--- config.mk ---
export PLATFORM = sky130hd
export DESIGN_NAME = sad_root_step
export DESIGN_NICKNAME = d
export VERILOG_FILES = /design/src/hw/rtl/splat_attribute_decoder_core_assert.svh /design/src/hw/rtl/sad_pkg.sv /design/src/hw/rtl/sad_root_step.sv
export SDC_FILE = /design/constraint.sdc
export NUM_CORES = 2
export LEC_CHECK = 0
export BUFFER_PORTS_ARGS = -buffer_cell sky130_fd_sc_hd__buf_2
export CORE_AREA = 10 10 485 487
export CTS_CLUSTER_DIAMETER = 40
export DETAILED_ROUTE_END_ITERATION = 12
export DIE_AREA = 0 0 495 497
export GPL_ROUTABILITY_DRIVEN = 0
export PLACE_DENSITY_LB_ADDON = 0.05
export SETUP_SLACK_MARGIN = 0.4
export SYNTH_ARGS = -nofsm -noshare
export SYNTH_HDL_FRONTEND = slang
export SYNTH_SLANG_ARGS = --single-unit
--- constraint.sdc ---
create_clock -name clk -period 7.8 [get_ports clk]
set_input_delay 1.56 -clock clk [delete_from_list [all_inputs] [get_ports clk]]
set_output_delay 1.56 -clock clk [all_outputs]
set_load 0.05 [all_outputs]
--- src/hw/rtl/splat_attribute_decoder_core_assert.svh ---
// assertion macros shared by the decoder rtl
`ifndef SPLAT_ATTRIBUTE_DECODER_CORE_ASSERT_SVH
`define SPLAT_ATTRIBUTE_DECODER_CORE_ASSERT_SVH

// same-cycle implication, checked out of reset
`define SAD_ASSERT_IMP(lbl, ante, cons, msg) \
    lbl: assert property (@(posedge clk) disable iff (!rst_n) (ante) |-> (cons)) \
        else $error(msg);

// next-cycle implication, checked out of reset
`define SAD_ASSERT_NXT(lbl, ante, cons, msg) \
    lbl: assert property (@(posedge clk) disable iff (!rst_n) (ante) |=> (cons)) \
        else $error(msg);

`endif

--- src/hw/rtl/sad_pkg.sv ---
// types, constants and tables of the splat attribute decoder
package sad_pkg;

    localparam int MAG_BITS   = 15;
    localparam int NUM_STAGES = MAG_BITS + 3;
    localparam int SCALE_DONE = 4;

    localparam logic [20:0] DC_GAIN_Q16 = 21'd1865841;
    localparam logic [63:0] LN2_Q30     = 64'd744261118;
    localparam logic [21:0] QUAT_R2     = 22'd2093058;
    localparam logic signed [15:0] LOGIT_CLAMP = 16'sd28290;

    typedef logic [0:0] cfg_idx_t;
    localparam cfg_idx_t REG_SCALE_MIN = 1'd0;
    localparam cfg_idx_t REG_SCALE_MAX = 1'd1;

    localparam logic [1:0] QUAT_PLACE [4][4] = '{
        '{2'd3, 2'd0, 2'd1, 2'd2},
        '{2'd0, 2'd3, 2'd1, 2'd2},
        '{2'd0, 2'd1, 2'd3, 2'd2},
        '{2'd0, 2'd1, 2'd2, 2'd3}
    };

    typedef struct packed {
        logic                   neg;
        logic [21:0]            p;
        logic [MAG_BITS-1:0]    m;
        logic signed [57:0]     a;
        logic signed [57:0]     b;
    } root_comp_t;

    typedef struct packed {
        root_comp_t [3:0]       comp;
        logic [21:0]            l2;
        logic [1:0]             mode;
    } root_t;

    typedef struct packed {
        logic signed [15:0]     dc_r;
        logic signed [15:0]     dc_g;
        logic signed [15:0]     dc_b;
        logic signed [15:0]     logit;
        logic signed [31:0]     scale_x;
        logic signed [31:0]     scale_y;
        logic signed [31:0]     scale_z;
    } side_t;

    typedef logic signed [15:0] logit_tab_t [256];

    function automatic logic signed [15:0] color_dc(input logic [7:0] c);
        logic signed [9:0] d;
        logic [7:0]        m;
        logic [28:0]       prod;
        logic [12:0]       r;
        d    = $signed({1'b0, c, 1'b0}) - 10'sd255;
        m    = d[9] ? 8'(-d) : d[7:0];
        prod = 29'(m) * 29'(DC_GAIN_Q16) + 29'd32768;
        r    = prod[28:16];
        return d[9] ? -$signed({3'b0, r}) : $signed({3'b0, r});
    endfunction

    function automatic logic [31:0] log2_q24(input logic [7:0] n);
        logic [2:0]  k;
        logic [63:0] x;
        logic [23:0] frac;
        k    = 3'd0;
        frac = 24'd0;
        for (int j = 1; j < 8; j++)
        begin
            if ((n >> j) != 8'd0)
                k = 3'(j);
        end
        x = {56'd0, n} << (30 - int'(k));
        for (int i = 0; i < 24; i++)
        begin
            x    = (x * x) >> 30;
            frac = {frac[22:0], 1'b0};
            if (x >= 64'h8000_0000)
            begin
                x       = x >> 1;
                frac[0] = 1'b1;
            end
        end
        return {5'd0, k, frac};
    endfunction

    function automatic logit_tab_t build_logit_tab();
        logit_tab_t  t;
        logic [31:0] la;
        logic [31:0] lb;
        logic [31:0] mag;
        logic [63:0] r;
        for (int a = 0; a < 256; a++)
        begin
            if (a == 0)
                t[a] = -LOGIT_CLAMP;
            else if (a == 255)
                t[a] = LOGIT_CLAMP;
            else
            begin
                la  = log2_q24(8'(a));
                lb  = log2_q24(8'(255 - a));
                mag = (la < lb) ? lb - la : la - lb;
                r   = (64'(mag) * LN2_Q30 + (64'd1 << 41)) >> 42;
                t[a] = (la < lb) ? -$signed(r[15:0]) : $signed(r[15:0]);
            end
        end
        return t;
    endfunction

    localparam logit_tab_t LOGIT_TAB = build_logit_tab();

endpackage

--- src/hw/rtl/sad_root_step.sv ---
// one bit of the quaternion magnitude search for all four components
module sad_root_step #(
    parameter int BIT = 14
) (
    input  logic           clk,
    input  logic           load,
    input  sad_pkg::root_t root_in,
    output sad_pkg::root_t root_out
);
    import sad_pkg::*;

    root_t              root_next;
    root_t              root_reg;
    logic signed [57:0] l2x;
    logic signed [57:0] cand [4];
    logic signed [57:0] limit [4];
    logic               guard [4];

    always_comb
    begin
        root_next = root_in;
        l2x       = $signed({36'd0, root_in.l2});
        for (int i = 0; i < 4; i++)
        begin
            guard[i] = (BIT != MAG_BITS - 1) && root_in.comp[i].m[MAG_BITS-1];
            cand[i]  = root_in.comp[i].a + (root_in.comp[i].b <<< (BIT + 2))
                     + (l2x <<< (2 * BIT + 2));
            limit[i] = $signed({6'd0, root_in.comp[i].p, 30'd0});
            if (!guard[i] && cand[i] <= limit[i])
            begin
                root_next.comp[i].m = root_in.comp[i].m | (MAG_BITS'(1) << BIT);
                root_next.comp[i].a = cand[i];
                root_next.comp[i].b = root_in.comp[i].b + (l2x <<< (BIT + 1));
            end
        end
    end

    always_ff @(posedge clk)
    begin
        if (load)
            root_reg <= root_next;
    end

    assign root_out = root_reg;

endmodule

### Word level (Yosys, flattened, before mapping)

Index checks and enable logic that the tools add are counted.

* bits in registers: 640
* input bits: 642
* output and inout port bits: 640

* add/subtract/negate cells: 12
* magnitude comparators: 4
* muxes and demuxes: 4

Operator list (number)
* 116-bit 2-to-1 mux: 4
* 58-bit by 38-bit adder with 58-bit output: 4
* 58-bit by 53-bit adder with 58-bit output: 4
* 58-bit adder: 4
* 58-bit by 53-bit <= comparator with 1-bit output: 4

### Logic depth before layout (Yosys ltp)

* depth in word-level cells: 4
* depth in mapped cells: 30
* mapped depth without buffers: 28

### Worst setup path before layout

No wires, ideal clock.

* path type: input to register
* start point: input port root_in[6] (netlist name)
* end point: register root_reg, in the netlist root_out[199], data pin
* library setup time: 0.262 ns
* data arrival time: 7.106 ns
* data required time: 7.538 ns
* slack: 0.432 ns
* stages on the path: 23
* buffers on the path: 2
* path through: fa_1 > ha_1 > and2_1 > nand4_1 > or3_1 > a311oi_1 > nor2_1 > o21bai_1 > a41oi_1 > xnor2_1 > ha_1 > nor4b_1 > nand4_1 > or3_1 > or4_1 > nor4_1 > a41o_1 > o2111ai_1 > a211oi_1 > or2_1 > buf_2 > buf_4 > mux2_1

RTL lines
* from (decl): line sad_root_step.sv:7 `input sad_pkg::root_t root_in,`
* to (signal assigned): line sad_root_step.sv:41 `root_reg <= root_next;`
* to (decl): line sad_root_step.sv:13 `root_t root_reg;`

==> impl_metrics.yaml <==
status:
  status: "complete, no violations"
route:
  first_pass_iters: 7
  drt-total-wl_um: 228000
  postRouteAntennaNets: 0
  post_drt_wl_per_cell_um: 26.2
  drt_iter0_markers: 1757
  vias_per_cell: 4.26
  vias: 37100
  post-route-drc-count: 0
power:
  powerDensity_mw_per_mm2: 315
  leakagePower_nw: 27.4
  ir_worst_vdd_mv: 0.181
synth:
  postSynthAreaPerCell_sq_um: 11.5
  yosys.area.top_type: "edfxtp_1"
  yosysMostFrequentCell: "edfxtp_1"
  yosysTopAreaCellShare_pct: 45.9
  yosys-top-cells-count: "edfxtp_1, ha_1, nand2_1, a21oi_1, xnor2_1"
  synthTopCellsByArea: "edfxtp_1, ha_1, fa_1, xnor2_1, a21oi_1"
  synth_cells: 3649
  ys.flop_type: "edfxtp_1"
  synth-seq-cells: 640
  ys_seq_area_share_pct: 45.9
  ys_types: 88
  async_reset_ff_share_pct: 0
  synth_edf_count: 640
  synth_fp_nets: 4799
  ys_warn_count: 0
  syn_area_sq_mm: 0.0418
sta:
  fin_crit_sh_pct: 92.3
  tns_ns: 0
  drv_slew: 0
  fin_crit_ns: 7.20
  grt_setup_unrepaired: "true"
  final_hold_viol_count: 0
  fin_hold_ws_ns: 0.936
  max_freq_mhz: 139
  relSlewSlack_pct: 24.9
  worstMarginPinSlew_ns: 1.10
  setup-violations-final: 0
floorplanning:
  rows: 175
  boundaryPins: 1282
  initial_core_util_pct: 18.5
  die_height_um: 497
  dieWidth_um: 495
  core_sq_mm: 0.226
  die-area_sq_mm: 0.246
clocking:
  root_buffer: "clkbuf_16"
  cts_buffer_depth: 3
  numCtsBuffers: 169
  clk_pin_slew_ns: 0.05
  cts.htree.levels: 4
  clkSinkCount: 640
  cts_tree: "yes"
setup_path:
  critPathRequiredTime_ns: 8.34
  cpMostUsedCell: "nand4_1"
  cp.arrival_ns: 7.74
  critPathMaxStageDelay_ns: 0.49
  path_class: "in2reg"
  crit_slowest_cell: "a2111o_1"
  worst-path-max-fanout: 5
  end_kind: "flop"
  start_kind: "primary input"
global_routing:
  grt_pass1_wl_um: 309000
  grt_max_degree: 125
  grt_pass1_vias: 39300
  antenna_found_initial: 112
  grt_use_total_pct: 17.5
  grt_overflow: 0
hold_path:
  hp-class: "in2reg"
  holdPathStages: 1
  hold_end: "root_out[602]"
  hold_start: "root_in[602]"
layout:
  largest_reg_flops: 640
  instances_no_fill: 8699
  final_net_count: 6679
  drive_gt1_share_pct: 40.3
  syn_to_final_growth_pct: 49.3
place:
  dpl.hpwl_um: 193000
  dp.cells: 8333
  numPortBuffers: 1281
flow_run:
  maxCapViolCount: 0
==> what timing repair did <==
action | 4_1_cts | 5_1_grt
buffers inserted | 1 | 22
endpoints found under the setup margin | 122 | 334
pin swaps | 2 | 41
hold buffers | 0 | 0
gates resized for setup | 14 | 114
cloned | 0 | 11
==> cells in the final DEF (no fill, tap or decap), types with 28 or more instances in the layout <==
| cell type | netlist | routed |
|---|---|---|
| a211oi_1 | 30 | 28 |
| a21o_1 | 123 | 122 |
| a21oi_1 | 264 | 256 |
| and3_1 | 46 | 45 |
| buf_2 | 31 | 1274 |
| buf_4 | 4 | 462 |
| clkbuf_16 | 0 | 177 |
| clkinv_2 | 0 | 29 |
| edfxtp_1 | 640 | 640 |
| fa_1 | 96 | 94 |
| ha_1 | 412 | 402 |
| inv_1 | 185 | 184 |
| mux2_2 | 105 | 101 |
| nand2_1 | 280 | 279 |
| nand3_1 | 67 | 67 |
| nand4_1 | 72 | 72 |
| nor2_1 | 184 | 182 |
| nor2b_1 | 33 | 31 |
| nor3_1 | 64 | 58 |
| nor4_1 | 34 | 31 |
| o21a_1 | 53 | 53 |
| o21ai_0 | 165 | 156 |
| o21bai_1 | 47 | 46 |
| xnor2_1 | 186 | 179 |
| xor2_1 | 111 | 111 |
==> worst max-delay path, delay by kind of cell <==
family	cells	cell delay (ns)
simple gates	11	1.90
compound gates	10	2.18
fa+ha+maj	4	1.10
buf+inv	6	0.68
xor+xnor	2	0.33
==> kinds of logic after synthesis <==
| logic type | synth area share [%] |
|---|---|
| AND/OR/NAND/NOR | 11.1 |
| AO/OA/AOI/OAI | 13.4 |
| flip-flops | 45.9 |
| adder cells (fa/ha/maj) | 16.9 |
| XOR/XNOR | 6.22 |
| buffers and inverters | 2.61 |
| multiplexers | 3.86 |
==> power by group <==
| part | switching (mW) | internal, mW | total (mW) |
|---|---|---|---|
| logic | 5.07 | 2.74 | 7.81 |
| registers | 0.215 | 4.49 | 4.71 |
| clock network | 2.38 | 4.80 | 7.18 |
| total | 7.66 | 12.0 | 19.7 |
==> per-layer routing <==
layer | share of wire [%] | vias to the layer above | GRT usage (%)
met5 | 0.17 | - | 0
met4 | 2.8 | 60 | 4.45
met3 | 6.9 | 379 | 5.32
met2 | 51 | 1182 | 31.7
met1 | 40 | 17800 | 19.9
li1 | - | 17600 | -
==> worst max path at each step <==
stage	from	endpoint	slack [ns]
detailed placement	root_in[5]	root_out[422]	-0.62
floorplan	root_in[6]	root_out[199]	0.43
global placement	root_in[5]	root_out[409]	-0.50
finish	root_in[407]	root_out[387]	0.60
CTS	root_in[5]	root_out[355]	0.40
global route	root_in[12]	root_out[387]	0.33
==> cell type report <==
class | instances | area, sq um
repair buffers | 1788 | 10800
multi-input cells | 2745 | 22100
clock buffers | 190 | 4310
flip-flops and latches | 640 | 19200
inverters | 185 | 694
fillers | 24200 | 163000
diodes | 22 | 55.1
clock inverters | 120 | 1560
well taps | 3009 | 3760
==> per-stage QoR <==
stage	util [%]	area [sq um]	power, mW	worst slack (ns)
global placement	24.6	55500	12.4	-0.502
finish	27.7	62500	19.7	0.600
floorplan	-	41800	9.24	0.432
detailed placement	24.6	55500	12.4	-0.624
CTS	27.2	61400	19.8	0.399
global route	27.6	62500	20.7	0.329
Power figures use the tool's default switching activity.
