--- src/hw/rtl/splat_attribute_decoder_core_assert.svh ---
// assertion macros shared by the decoder rtl
`ifndef SPLAT_ATTRIBUTE_DECODER_CORE_ASSERT_SVH
`define SPLAT_ATTRIBUTE_DECODER_CORE_ASSERT_SVH

// same-cycle implication, checked out of reset
`define SAD_ASSERT_IMP(lbl, ante, cons, msg) \
    lbl: assert property (@(posedge clk) disable iff (!rst_n) (ante) |-> (cons)) \
        else $error(msg);

// next-cycle implication, checked out of reset
`define SAD_ASSERT_NXT(lbl, ante, cons, msg) \
    lbl: assert property (@(posedge clk) disable iff (!rst_n) (ante) |=> (cons)) \
        else $error(msg);

`endif

--- src/hw/rtl/sad_pkg.sv ---
// types, constants and tables of the splat attribute decoder
package sad_pkg;

    localparam int MAG_BITS   = 15;
    localparam int NUM_STAGES = MAG_BITS + 3;
    localparam int SCALE_DONE = 4;

    localparam logic [20:0] DC_GAIN_Q16 = 21'd1865841;
    localparam logic [63:0] LN2_Q30     = 64'd744261118;
    localparam logic [21:0] QUAT_R2     = 22'd2093058;
    localparam logic signed [15:0] LOGIT_CLAMP = 16'sd28290;

    typedef logic [0:0] cfg_idx_t;
    localparam cfg_idx_t REG_SCALE_MIN = 1'd0;
    localparam cfg_idx_t REG_SCALE_MAX = 1'd1;

    localparam logic [1:0] QUAT_PLACE [4][4] = '{
        '{2'd3, 2'd0, 2'd1, 2'd2},
        '{2'd0, 2'd3, 2'd1, 2'd2},
        '{2'd0, 2'd1, 2'd3, 2'd2},
        '{2'd0, 2'd1, 2'd2, 2'd3}
    };

    typedef struct packed {
        logic                   neg;
        logic [21:0]            p;
        logic [MAG_BITS-1:0]    m;
        logic signed [57:0]     a;
        logic signed [57:0]     b;
    } root_comp_t;

    typedef struct packed {
        root_comp_t [3:0]       comp;
        logic [21:0]            l2;
        logic [1:0]             mode;
    } root_t;

    typedef struct packed {
        logic signed [15:0]     dc_r;
        logic signed [15:0]     dc_g;
        logic signed [15:0]     dc_b;
        logic signed [15:0]     logit;
        logic signed [31:0]     scale_x;
        logic signed [31:0]     scale_y;
        logic signed [31:0]     scale_z;
    } side_t;

    typedef logic signed [15:0] logit_tab_t [256];

    function automatic logic signed [15:0] color_dc(input logic [7:0] c);
        logic signed [9:0] d;
        logic [7:0]        m;
        logic [28:0]       prod;
        logic [12:0]       r;
        d    = $signed({1'b0, c, 1'b0}) - 10'sd255;
        m    = d[9] ? 8'(-d) : d[7:0];
        prod = 29'(m) * 29'(DC_GAIN_Q16) + 29'd32768;
        r    = prod[28:16];
        return d[9] ? -$signed({3'b0, r}) : $signed({3'b0, r});
    endfunction

    function automatic logic [31:0] log2_q24(input logic [7:0] n);
        logic [2:0]  k;
        logic [63:0] x;
        logic [23:0] frac;
        k    = 3'd0;
        frac = 24'd0;
        for (int j = 1; j < 8; j++)
        begin
            if ((n >> j) != 8'd0)
                k = 3'(j);
        end
        x = {56'd0, n} << (30 - int'(k));
        for (int i = 0; i < 24; i++)
        begin
            x    = (x * x) >> 30;
            frac = {frac[22:0], 1'b0};
            if (x >= 64'h8000_0000)
            begin
                x       = x >> 1;
                frac[0] = 1'b1;
            end
        end
        return {5'd0, k, frac};
    endfunction

    function automatic logit_tab_t build_logit_tab();
        logit_tab_t  t;
        logic [31:0] la;
        logic [31:0] lb;
        logic [31:0] mag;
        logic [63:0] r;
        for (int a = 0; a < 256; a++)
        begin
            if (a == 0)
                t[a] = -LOGIT_CLAMP;
            else if (a == 255)
                t[a] = LOGIT_CLAMP;
            else
            begin
                la  = log2_q24(8'(a));
                lb  = log2_q24(8'(255 - a));
                mag = (la < lb) ? lb - la : la - lb;
                r   = (64'(mag) * LN2_Q30 + (64'd1 << 41)) >> 42;
                t[a] = (la < lb) ? -$signed(r[15:0]) : $signed(r[15:0]);
            end
        end
        return t;
    endfunction

    localparam logit_tab_t LOGIT_TAB = build_logit_tab();

endpackage

--- src/hw/rtl/sad_scale_lane.sv ---
// four-stage scale interpolation lane with divide by 65535 and saturation
module sad_scale_lane (
    input  logic               clk,
    input  logic [3:0]         load,
    input  logic [15:0]        code,
    input  logic signed [31:0] lo,
    input  logic signed [31:0] hi,
    output logic signed [31:0] scale
);
    import sad_pkg::*;

    logic signed [32:0] diff;
    logic signed [16:0] code_s;
    logic signed [49:0] prod_next;
    logic signed [49:0] prod_reg;

    logic               neg1_next;
    logic [48:0]        mag1;
    logic [48:0]        n1_next;
    logic [49:0]        est1;
    logic [48:0]        n1_reg;
    logic [33:0]        q1_reg;
    logic               neg1_reg;

    logic [49:0]        rem2;
    logic [33:0]        q2_next;
    logic [33:0]        q2_reg;
    logic               neg2_reg;

    logic signed [34:0] qs3;
    logic signed [34:0] sum3;
    logic signed [31:0] scale_next;
    logic signed [31:0] scale_reg;

    always_comb
    begin
        diff      = $signed({hi[31], hi}) - $signed({lo[31], lo});
        code_s    = $signed({1'b0, code});
        prod_next = code_s * diff;
    end

    always_comb
    begin
        neg1_next = prod_reg[49];
        mag1      = 49'(neg1_next ? -prod_reg : prod_reg);
        n1_next   = mag1 + 49'd32767;
        est1      = 50'(n1_next) + 50'(n1_next >> 16) + 50'(n1_next >> 32);
    end

    always_comb
    begin
        rem2    = 50'(n1_reg) - (50'(q1_reg) << 16) + 50'(q1_reg);
        q2_next = (rem2 >= 50'd65535) ? q1_reg + 34'd1 : q1_reg;
    end

    always_comb
    begin
        qs3  = $signed({1'b0, q2_reg});
        sum3 = $signed({{3{lo[31]}}, lo}) + (neg2_reg ? -qs3 : qs3);
        if (sum3 > 35'sd2147483647)
            scale_next = 32'sh7FFF_FFFF;
        else if (sum3 < -35'sd2147483648)
            scale_next = 32'sh8000_0000;
        else
            scale_next = sum3[31:0];
    end

    always_ff @(posedge clk)
    begin
        if (load[0])
            prod_reg <= prod_next;
        if (load[1])
        begin
            n1_reg   <= n1_next;
            q1_reg   <= est1[49:16];
            neg1_reg <= neg1_next;
        end
        if (load[2])
        begin
            q2_reg   <= q2_next;
            neg2_reg <= neg1_reg;
        end
        if (load[3])
            scale_reg <= scale_next;
    end

    assign scale = scale_reg;

endmodule

--- config.mk ---
export PLATFORM = sky130hd
export DESIGN_NAME = sad_scale_lane
export DESIGN_NICKNAME = d
export VERILOG_FILES = /design/src/hw/rtl/splat_attribute_decoder_core_assert.svh /design/src/hw/rtl/sad_pkg.sv /design/src/hw/rtl/sad_scale_lane.sv
export SDC_FILE = /design/constraint.sdc
export NUM_CORES = 2
export LEC_CHECK = 0
export BUFFER_PORTS_ARGS = -buffer_cell sky130_fd_sc_hd__clkbuf_2
export CORE_MARGIN = 3
export CORE_UTILIZATION = 25
export DETAILED_ROUTE_END_ITERATION = 16
export HOLD_SLACK_MARGIN = 0.03
export SETUP_SLACK_MARGIN = 0.2
export SYNTH_ARGS = -nofsm -noshare
export SYNTH_HDL_FRONTEND = slang
export SYNTH_SLANG_ARGS = --single-unit
--- constraint.sdc ---
create_clock -name clk -period 16.8 [get_ports clk]
set_clock_uncertainty 0.2 [all_clocks]
set_input_delay 2.52 -clock clk [delete_from_list [all_inputs] [get_ports clk]]
set_output_delay 2.52 -clock clk [all_outputs]
set_load 0.05 [all_outputs]
# Word-level counts from Yosys, hierarchy flattened
# Index checks and enable logic that the tools add are counted.
[totals]
register_bits = 201
inputBits = 85
out_inout_bits = 32
wordCells = 25
[op_classes]
n_addsub = 10
n_mul = 1
order_cmp = 3
mux = 4
[op_table]
columns = ["cell", "count"]
rows = [
  ["49-bit by 33-bit adder with 50-bit output", 1],
  ["50-bit by 17-bit adder with 50-bit output", 1],
  ["50-bit by 34-bit adder with 50-bit output", 1],
  ["50-bit by 16-bit greater-or-equal comparator with 1-bit output (second input constant)", 1],
  ["17-bit by 33-bit multiplier with 50-bit output", 1],
  ["49-bit by 50-bit subtractor with 50-bit output", 1],
  ["49-bit by 15-bit adder with 49-bit output (second input constant)", 1],
  ["49-bit two-way mux", 1],
  ["49-bit negator", 1],
  ["32-bit by 35-bit adder with 35-bit output", 1],
  ["35-bit by 32-bit greater-than comparator with 1-bit output (second input constant)", 1],
  ["35-bit by 32-bit < comparator with 1-bit output (second input constant)", 1],
  ["35-bit two-way mux", 1],
  ["34-bit negator with 35-bit output", 1],
  ["34-bit by 1-bit adder with 34-bit output (second input constant)", 1],
  ["34-bit two-way mux", 1],
  ["32-bit by 32-bit subtractor with 33-bit output", 1],
  ["32-bit two-way mux", 1],
]

# Logic depth before layout (Yosys ltp)
[depth]
word_depth = 5
depth_mapped = 42
ltp_nobuf = 41

# Worst setup path after synthesis
# No wires, ideal clock.
[synth_timing]
path_kind = "in2reg"
startpoint = "input port lo[1]"
endpoint = "register prod_reg[45] (data pin)"
setup_time_ns = 0.265
arrival_ns = 11.278
required_time_ns = 16.335
path_slack_ns = 5.058
cell_stages = 35
path_buffers = 1
cell_sequence = "inv_1 -> ha_1 -> nor2b_1 -> o21ai_0 -> a21boi_0 -> o21a_1 -> o21ai_0 -> a31oi_1 -> o21ba_2 -> o31a_1 -> o311a_1 -> o41ai_1 -> or4b_2 -> nand4_1 -> clkbuf_1 -> nand2_1 -> fa_1 -> fa_1 -> fa_1 -> inv_1 -> fa_1 -> fa_1 -> inv_1 -> fa_1 -> inv_1 -> ha_1 -> or2_2 -> a21oi_1 -> a31oi_1 -> a221o_1 -> a21oi_1 -> o21ai_0 -> a21bo_2 -> a21oi_1 -> xnor2_1"
[synth_between]
elab_chain_cells = 2
[synth_rtl]
columns = ["element", "line", "rtl"]
rows = [
  ["from (decl)", "sad_scale_lane.sv:6", "input logic signed [31:0] lo,"],
  ["32-bit by 32-bit subtractor with 33-bit output", "sad_scale_lane.sv:37", "diff = $signed({hi[31], hi}) - $signed({lo[31], lo});"],
  ["17-bit by 33-bit multiplier with 50-bit output", "sad_scale_lane.sv:39", "prod_next = code_s * diff;"],
  ["net prod_next[45]", "sad_scale_lane.sv:14", "logic signed [49:0] prod_next;"],
  ["to (signal assigned)", "sad_scale_lane.sv:71", "prod_reg <= prod_next;"],
  ["to (decl)", "sad_scale_lane.sv:15", "logic signed [49:0] prod_reg;"],
]
# The timed path passes the listed nets, and every way through them passes these cells.
# A chain may end at the register's enable or synchronous reset.

# Worst setup path in the final report
# Ends and elaborated chain as after synthesis.

==> flow_metrics.py <==
metrics = {
    "status": {
        "status": "finished, final reports clean",
    },
    "critical_path": {
        "cpMostUsedCell": "fa_1",
        "crit_type": "input pin to flop",
        "cp_num_buf_inv": 5,
        "crit_path_start": "lo[1]",
        "crit_required_ns": 16.90,
        "arrival_ns": 12.75,
        "start_kind": "input pin",
        "critical-path-top-delay-family": "compound AO/OA/AOI/OAI gates",
        "cp-end-kind": "flop",
        "cp_max_fo": 16,
        "rrSetupSlack_ns": 7.50,
        "r2r_start": "prod_reg[0]$_DFFE_PP_",
        "crit_slowest_cell": "nand4_1",
        "max_stage_delay_ns": 0.80,
    },
    "finish": {
        "nFillCells": 16385,
        "largest_reg_flops": 50,
        "areaGrowthSynthToFinish_pct": 9.45,
        "stdcell_area_um2": 42600,
        "drive_gt1_frac": 0.0598,
        "final_nets": 5406,
    },
    "clock_tree": {
        "cts_max_level": 1,
        "cts_resized": 0,
        "cts.sinks": 201,
        "numCtsBuffers": 25,
        "cts_root_buf": "clkbuf_16",
        "insertion_delay_ns": 0.56,
        "cts_tree": "yes",
        "cts.path.max_buffers": 3,
        "cts_setup_buffers": 0,
        "clkTransAtPathRegs_ns": 0.06,
        "cts_hold_buf": 0,
    },
    "routing": {
        "dr.pass1.iters": 6,
        "final_antenna_net_count": 0,
        "drt-initial-drc-count": 2210,
        "vias_per_cell": 4.74,
        "drc": 0,
        "routed_wl_um": 111000,
        "vias": 30922,
        "wire_per_inst_um": 16.9,
    },
    "sta": {
        "final-hold-violation-count": 0,
        "finalWorstSetupSlack_ns": 4.15,
        "hold_slack_ns": 0.230,
        "slew_violations": 0,
        "rsz0062_at_grt": "false",
        "tightest_slew_ns": 1.16,
        "post-route-min-period_ns": 12.65,
        "fmax_ghz": 0.0790,
        "period_share": 0.753,
        "setup_viol": 0,
        "relSlewSlack": 0.222,
        "finalSetupTns_ns": 0,
    },
    "synthesis": {
        "synth_seq_cells": 201,
        "synth_area_per_cell_um2": 8.76,
        "synthAdderAreaFrac": 0.379,
        "synthCells": 4443,
        "ys_seq_area_frac": 0.155,
        "yosysWarningCount": 0,
        "synth_edf_count": 201,
        "synth.area.mux_share": 0.00630,
        "synth.net_count": 5383,
        "synth_simple_gate_area_frac": 0.167,
        "synth_top_family_by_area": "adder cells",
        "yosys_most_used_dff": "edfxtp_1",
        "synth.distinct_cells": 90,
        "async_reset_ff_frac": 0,
        "synth_compound_area_frac": 0.119,
        "syn_area_um2": 38900,
        "synth_xor_area_frac": 0.0694,
    },
    "global_route": {
        "grt_first_pass_wirelength_um": 179000,
        "grt_pass1_vias": 32370,
        "grt_max_degree": 85,
        "grt-ovfl-total": 0,
        "grt_usage": 0.138,
        "antenna_found_initial": 6,
    },
    "placement": {
        "place_ws_ns": 3.61,
        "dp_hpwl_um": 89300,
        "io_buffers": 116,
        "placed_area_um2": 41800,
        "place.gp.congestion": 0.932,
    },
    "hold_path": {
        "hold_path.class": "flop to flop",
        "hp-start": "neg1_reg$_DFFE_PP_",
    },
    "floorplan": {
        "die_x_um": 401,
        "core_um2": 154000,
        "initial_core_util": 0.252,
        "dieArea_um2": 160000,
        "io_pins": 117,
        "die_y_um": 401,
        "rows": 144,
    },
    "run": {
        "drv_cap": 0,
    },
}
## path summary, 6_finish.rpt
check	to	depth (start not counted)
max	prod_reg[45]$_DFFE_PP_	35
min	neg2_reg$_DFFE_PP_	0
max reg2reg	q1_reg[23]$_DFFE_PP_	27
min reg2reg	neg2_reg$_DFFE_PP_	0
## logic make-up (layout without fill, tap and decap cells)
| logic type | after synthesis | in the layout |
|---|---|---|
| AO/OA/AOI/OAI | 696 | 696 |
| multiplexers | 23 | 23 |
| adder cells (fa/ha/maj) | 855 | 855 |
| flip-flops | 201 | 201 |
| buffers and inverters | 1070 | 1111 |
| XOR/XNOR | 304 | 304 |
| AND/OR/NAND/NOR | 1294 | 1294 |
| other | 0 | 1 |
## metrics by stage
step | utilization | cells
CTS | 0.276 | 6528
global route | 0.276 | 6529
floorplan | - | 4443
global placement | 0.271 | 6483
detailed placement | 0.271 | 6483
finish | 0.276 | 6529
## Yosys cell counts, types with 29 or more instances
library cell | number | area share
a21o_1 | 97 | 0.019
a21oi_1 | 169 | 0.022
a31oi_1 | 31 | 0.0050
and2_1 | 187 | 0.030
clkbuf_1 | 147 | 0.014
edfxtp_1 | 201 | 0.16
fa_1 | 539 | 0.28
ha_1 | 316 | 0.10
inv_1 | 906 | 0.087
nand2_1 | 486 | 0.047
nand2b_1 | 57 | 0.0092
nand3_1 | 58 | 0.0075
nand4_1 | 36 | 0.0058
nor2_1 | 155 | 0.015
nor2b_1 | 55 | 0.0088
nor3_1 | 82 | 0.011
o21a_1 | 29 | 0.0056
o21ai_0 | 140 | 0.018
o31ai_1 | 29 | 0.0056
or3_1 | 43 | 0.0069
xnor2_1 | 200 | 0.045
xor2_1 | 99 | 0.022
## layer usage
layer  GRT usage  vias to the layer above  wire length [um]
met5           0                        -                41
met4      0.0406                        6              3230
met3      0.0122                      173              5220
met2       0.246                      880             54400
met1       0.176                    15442             47700
li1            -                    14421                 -
## cells in the final DEF, fill, tap and decap left out, types with 16 or more instances in the layout
| cell | Yosys | final |
|---|---|---|
| buf_4 | 1 | 43 |
| o21bai_1 | 27 | 27 |
| nand3_1 | 58 | 58 |
| xnor2_1 | 200 | 200 |
| nor3_1 | 82 | 82 |
| o21a_1 | 29 | 29 |
| ha_1 | 316 | 316 |
| edfxtp_1 | 201 | 201 |
| nand2_1 | 486 | 486 |
| a211oi_1 | 19 | 19 |
| a31oi_1 | 31 | 31 |
| o31ai_1 | 29 | 29 |
| clkbuf_2 | 0 | 115 |
| or3_1 | 43 | 43 |
| nand4_1 | 36 | 36 |
| a21oi_1 | 169 | 169 |
| a21o_1 | 97 | 97 |
| o41ai_1 | 18 | 17 |
| and3_1 | 28 | 28 |
| inv_1 | 906 | 906 |
| nor4_1 | 26 | 26 |
| o21ai_0 | 140 | 140 |
| and2_1 | 187 | 187 |
| clkbuf_16 | 0 | 25 |
| fa_1 | 539 | 539 |
| nand2b_1 | 57 | 57 |
| nor2b_1 | 55 | 55 |
| or2_2 | 16 | 16 |
| nor2_1 | 155 | 155 |
| xor2_1 | 99 | 95 |
## area by class of cell
type / instances / area [um^2] / area share
multi-input cells: 3172 / 28900 / 0.678
flip-flops and latches: 201 / 6040 / 0.142
inverters: 908 / 3410 / 0.0800
well taps: 2044 / 2560 / 0.0601
repair buffers: 158 / 898 / 0.0211
clock buffers: 27 / 633 / 0.0149
clock inverters: 18 / 184 / 0.00432
diodes: 1 / 2.50 / 0.0000588
Power is left out: the tool's default activity adds up to more than one toggle a clock period on the data nets, which glitch-free logic cannot reach.
